**config.mk**
```make
export PLATFORM = sky130hd
export DESIGN_NAME = twb_ctrl
export DESIGN_NICKNAME = d
export VERILOG_FILES = /design/src/rtl/core/twb_pkg.sv /design/src/rtl/core/twb_ctrl.sv
export SDC_FILE = /design/constraint.sdc
export NUM_CORES = 1
export LEC_CHECK = 0
export BUFFER_PORTS_ARGS = -buffer_cell sky130_fd_sc_hd__buf_2
export CAP_MARGIN = 40
export CORE_AREA = 4 4 41 43
export CTS_BUF_LIST = sky130_fd_sc_hd__clkbuf_4 sky130_fd_sc_hd__clkbuf_8 sky130_fd_sc_hd__clkbuf_16
export DETAILED_ROUTE_END_ITERATION = 10
export DIE_AREA = 0 0 45 47
export PLACE_DENSITY = 0.76
export SYNTH_ARGS = -nofsm -noshare
export SYNTH_HDL_FRONTEND = slang
export SYNTH_SLANG_ARGS = --single-unit
```
**constraint.sdc**
```tcl
create_clock -name clk -period 1.7 [get_ports clk]
set_clock_uncertainty 0.05 [all_clocks]
set_input_delay 0.085 -clock clk [delete_from_list [all_inputs] [get_ports clk]]
set_output_delay 0.085 -clock clk [all_outputs]
set_load 0.02 [all_outputs]
```
**src/rtl/core/twb_pkg.sv**
```systemverilog
`default_nettype none
package twb_pkg;
    localparam int EVENT_DEPTH  = 256;
    localparam int REF_DEPTH    = 16;
    localparam int PAYLOAD_BITS = 32;
    localparam int EV_AW  = $clog2(EVENT_DEPTH);
    localparam int EV_CW  = $clog2(EVENT_DEPTH + 1);
    localparam int REF_AW = $clog2(REF_DEPTH);
    localparam int REF_CW = $clog2(REF_DEPTH + 1);
    localparam logic [63:0] OFFSET_RESET = 64'd1000000;

    typedef enum logic [2:0] {
        ACT_ADD_EVENT = 3'd0,
        ACT_ADD_REF   = 3'd1,
        ACT_CLOSE     = 3'd2,
        ACT_REPORT    = 3'd3,
        ACT_CULL      = 3'd4,
        ACT_CLEAR     = 3'd5,
        ACT_READ      = 3'd6
    } action_t;

    typedef enum logic [3:0] {
        ST_IDLE, ST_EXEC, ST_RD_WAIT, ST_CL_FIRST, ST_CL_QRD, ST_CL_QCHK,
        ST_CL_SHIFT, ST_CL_SCAN_RD, ST_CL_SCAN_CHK, ST_CU_RD, ST_CU_WR,
        ST_DONE
    } state_t;

    typedef struct packed {
        logic load;
        logic exec;
        logic rd_capture;
        logic cl_first;
        logic q_issue;
        logic q_check;
        logic q_shift;
        logic scan_issue;
        logic scan_check;
        logic cu_issue;
        logic cu_write;
        logic out_load;
    } cmd_t;

    typedef struct packed {
        action_t action;
        logic    close_empty;
        logic    q_done;
        logic    q_found;
        logic    shift_done;
        logic    scan_done;
        logic    cu_done;
    } sts_t;

    function automatic logic [63:0] sat_add(input logic [63:0] a, input logic [63:0] b);
        logic [64:0] s;
        s = {1'b0, a} + {1'b0, b};
        return s[64] ? '1 : s[63:0];
    endfunction
endpackage
`default_nettype wire

```
**src/rtl/core/twb_ctrl.sv**
```systemverilog
`default_nettype none
module twb_ctrl (
    input  wire logic          clk,
    input  wire logic          rst_n,
    input  wire logic          in_valid,
    output logic               in_ready,
    output logic               out_valid,
    input  wire logic          out_ready,
    input  wire twb_pkg::sts_t sts,
    output twb_pkg::cmd_t      cmd
);
    import twb_pkg::*;

    state_t state_reg, state_next;
    logic   ovalid_reg, ovalid_next;
    logic   done;

    assign done = (state_reg == ST_DONE);
    // result register frees when taken; accept next item only once it is free
    assign in_ready  = (state_reg == ST_IDLE) && (!ovalid_reg || out_ready);
    assign out_valid = ovalid_reg;
    assign ovalid_next = done ? 1'b1 : (out_ready ? 1'b0 : ovalid_reg);

    always_comb
    begin
        state_next = state_reg;
        case (state_reg)
            ST_IDLE:        if (in_valid && in_ready) state_next = ST_EXEC;
            ST_EXEC:
            begin
                case (sts.action)
                    ACT_READ:  state_next = ST_RD_WAIT;
                    ACT_CLOSE: state_next = sts.close_empty ? ST_DONE : ST_CL_FIRST;
                    ACT_CULL:  state_next = ST_CU_RD;
                    default:   state_next = ST_DONE;
                endcase
            end
            ST_RD_WAIT:     state_next = ST_DONE;
            ST_CL_FIRST:    state_next = ST_CL_QRD;
            ST_CL_QRD:      state_next = sts.q_done ? ST_CL_SCAN_RD : ST_CL_QCHK;
            ST_CL_QCHK:     state_next = sts.q_found ? ST_CL_SHIFT : ST_CL_QRD;
            ST_CL_SHIFT:    state_next = sts.shift_done ? ST_CL_SCAN_RD : ST_CL_SHIFT;
            ST_CL_SCAN_RD:  state_next = sts.scan_done ? ST_DONE : ST_CL_SCAN_CHK;
            ST_CL_SCAN_CHK: state_next = sts.scan_done ? ST_DONE : ST_CL_SCAN_RD;
            ST_CU_RD:       state_next = sts.cu_done ? ST_DONE : ST_CU_WR;
            ST_CU_WR:       state_next = ST_CU_RD;
            ST_DONE:        state_next = ST_IDLE;
            default:        state_next = ST_IDLE;
        endcase
    end

    always_comb
    begin
        cmd = '0;
        cmd.load       = (state_reg == ST_IDLE) && in_valid && in_ready;
        cmd.exec       = (state_reg == ST_EXEC);
        cmd.rd_capture = (state_reg == ST_RD_WAIT);
        cmd.cl_first   = (state_reg == ST_CL_FIRST);
        cmd.q_issue    = (state_reg == ST_CL_QRD);
        cmd.q_check    = (state_reg == ST_CL_QCHK);
        cmd.q_shift    = (state_reg == ST_CL_SHIFT);
        cmd.scan_issue = (state_reg == ST_CL_SCAN_RD);
        cmd.scan_check = (state_reg == ST_CL_SCAN_CHK);
        cmd.cu_issue   = (state_reg == ST_CU_RD);
        cmd.cu_write   = (state_reg == ST_CU_WR);
        cmd.out_load   = done;
    end

    always_ff @(posedge clk or negedge rst_n)
    begin
        if (!rst_n)
        begin
            state_reg  <= ST_IDLE;
            ovalid_reg <= 1'b0;
        end
        else
        begin
            state_reg  <= state_next;
            ovalid_reg <= ovalid_next;
        end
    end
endmodule
`default_nettype wire

```
==> key figures <==
Floorplan
  – Die Span X: 45 um
  – IO Count: 27
  – Die area: around 2100 um2
  – Die height: 47 um
  – Starting Density: 34.1%
  – Core box area: 1300 um2
  – # rows: 13

Cells and area
  – Share of cells above drive strength 1: between 40% and 50%
  – Fillers: 129
  – Final #Nets: around 100
  – Ant. Diodes: 0
  – Max reg flops: 4
  – Fin util: 51.2%
  – Area Overhead vs Synth: 49.9%

Global routing
  – Grt ovf: 0
  – Vias in the first global route: 519
  – First-pass GRT wire length: 2130 um
  – Total Routing Usage GR: 14.1%
  – Initial antenna violation count: 0
  – Pin count of the biggest net entering global routing: 13

Drt
  – Drt first pass iters: 4
  – Wire per inst: 12.6 um
  – Number of remaining DRC errors: 0
  – Via-to-Cell Ratio: 5.25
  – Final wirelength: 1320 um
  – Detail Route Antenna Nets: 0
  – Via count: 546
  – First DRT Iteration DRCs: 9

Timing
  – Final worst setup slack: 0.0209 ns
  – Tmin final: approximately 1.7 ns
  – Max Clk Rate: 596 MHz
  – Fin crit share: 98.8%
  – Pins over their slew limit: 0
  – Worst slew pin tran: 0.358 ns
  – RSZ-0062 raised after global routing: true
  – Finish-stage setup viols: 0
  – Final Hold Viols: 0
  – Slew HR: 76.1%

Critical path
  – CP Data Required Time: roughly 1.6 ns
  – Slowest CP cell: or4_4
  – CP startpoint kind: flop
  – Launch point of the worst reg-to-reg path: state_reg[3]
  – Crit path cell chain: buf_6 > or4_4 > nor2b_1 > buf_4
  – Worst setup EP type: primary output
  – R2R cell count: 4
  – Crit-path max FO: 9
  – Critical setup path kind: reg -> out
  – Buffers and inverters on the worst path: 2
  – CP top delay family: simple AND/OR/NAND/NOR gates
  – Max incr delay on CP: 0.49 ns
  – Register-to-register setup slack: 0.13 ns
  – Crit path DAT: 1.54 ns
  – R2R Path End: state_reg[0]

Synthesis
  – Share of the synthesized area in the top cell type: 28.2%
  – FF+latch count, synth: 5
  – Synth area leaders: dfrtp_1 28%, nand2b_1 9.9%, nor2_1 5.9%
  – Mean cell area of the mapped netlist: 7.66 um2
  – Mapped Cells: 58
  – Post-synth net total: 71
  – Number of distinct library cells after synthesis: 28
  – Ys flop type: dfrtp_1
  – Seq/Total Area, Yosys: 28.2%
  – Ys async rst share: 100%
  – Commonest cells post-synth: 7 x nand2b_1, 7 x nor2_1, 5 x dfrtp_1, 5 x nor3_1, 4 x nand2_1
  – Area leader, netlist: dfrtp_1
  – Post-synth EDFFs: 0
  – Synth warnings: 0
  – Synth Cell Area: 444 um2

CTS
  – CTS clk-pin slew, worst paths: ~0.050 ns
  – CTS Sinks: 5
  – Clock Root Buffer: clkbuf_4
  – CTS HTree Levels: 1
  – CTS buffer count: 3
  – Clock Path Buffers: 2
  – CTS tree: yes
  – Clock Latency Late Sink: 0.25 ns

Pwr
  – Pwr Total: about 1.3 mW
  – Worst IR Drop VDD: 1.02 mV
  – Pwr dens: 1880 nW/um2
  – Leak: 0.342 nW

Outcome
  – Outcome: complete, no violations

Run
  – Max Cap Viol: 0

Place
  – Routability congestion estimate: 0.825
  – Post-DP HPWL: 972 um
  – Port Buf Inserts: 26
  – Pre-CTS setup slack: 0.146 ns

Worst hold path
  – Worst min path class: in -> async
-- how the worst max path moves through the flow --
stage	from	to	slack (ns)	depth (start not counted)
after detailed placement	state_reg[3]	state_reg[1]	0.15	3
after CTS	state_reg[1]	in_ready	0.001	3
after global placement	state_reg[3]	state_reg[1]	0.20	3
final	state_reg[3]	in_ready	0.02	4
after floorplan	state_reg[1]	in_ready	0.12	3
after global routing	state_reg[3]	in_ready	-0.05	4
-- cells by family (layout without fill, tap and decap cells) --
group | count (synthesis) | after routing | share of synthesized area, %
flops | 5 | 5 | 28.2
compound gates | 14 | 14 | 22.3
buf+inv | 7 | 38 | 7.33
simple gates | 31 | 31 | 39.7
mux | 1 | 1 | 2.54
-- routing by layer --
| metal | global-route usage (%) | up-vias | part of all wire, % |
|---|---|---|---|
| li1 | - | 273 | - |
| met4 | 7.02 | 0 | 2.3 |
| met1 | 16.8 | 244 | 45 |
| met2 | 22.6 | 25 | 43 |
| met3 | 4.98 | 4 | 9.7 |
| met5 | 0 | - | 0 |
-- per-stage QoR --
stage          std cells  hold WS [ns]  area, um2  TNS [ns]
5_1_grt              104         0.145        666    -0.147
2_1_floorplan         58        -0.261        444         0
4_1_cts              103         0.121        657         0
6_report             104         0.123        666         0
3_5_place_dp          97        -0.146        591         0
3_3_place_gp          97        -0.146        591         0
-- timing repair --
action,CTS,global route
endpoints found under the setup margin,3,4
endpoints found under the hold margin,5,0
hold buffers,1,0
setup buffers,1,1
gates resized for setup,6,1
-- layout make-up --
cell class	count	area [um2]	share of cell area (%)
sequential	5	128	19.2
tap	15	18.8	2.82
clock buffer	4	30.0	4.51
inverter	2	7.51	1.13
timing repair buffer	32	186	28.0
multi-input combinational	46	295	44.4
-- report_power, final --
| group | leakage (nW) | total [mW] | internal [mW] | switching (mW) |
|---|---|---|---|---|
| registers | 0.0605 | 0.293 | 0.183 | 0.110 |
| clock network | 0.0184 | 0.161 | 0.105 | 0.0562 |
| logic | 0.263 | 0.798 | 0.369 | 0.428 |
| total | 0.342 | 1.25 | 0.658 | 0.594 |
-- placed cells by master (no fill, tap or decap) --
cell	count
nor3_1	4
o32ai_1	1
a221oi_1	1
clkbuf_4	4
or4b_1	1
dfrtp_1	3
nand2b_1	7
nor2_1	7
o21ai_0	2
mux2_2	1
buf_4	6
nor3b_1	1
or4_4	1
o22ai_1	2
a22o_1	1
a21oi_1	3
inv_1	2
a211o_1	1
nor3_2	1
buf_2	24
a311oi_1	1
a32oi_1	1
or2b_1	1
or3_1	1
dfrtp_2	2
and4b_1	1
nor2b_1	1
o31a_1	1
nand2_1	4
or4bb_1	1
buf_6	1
dlygate4sd3_1	1
Note: power is estimated with default switching activity, not from simulation.
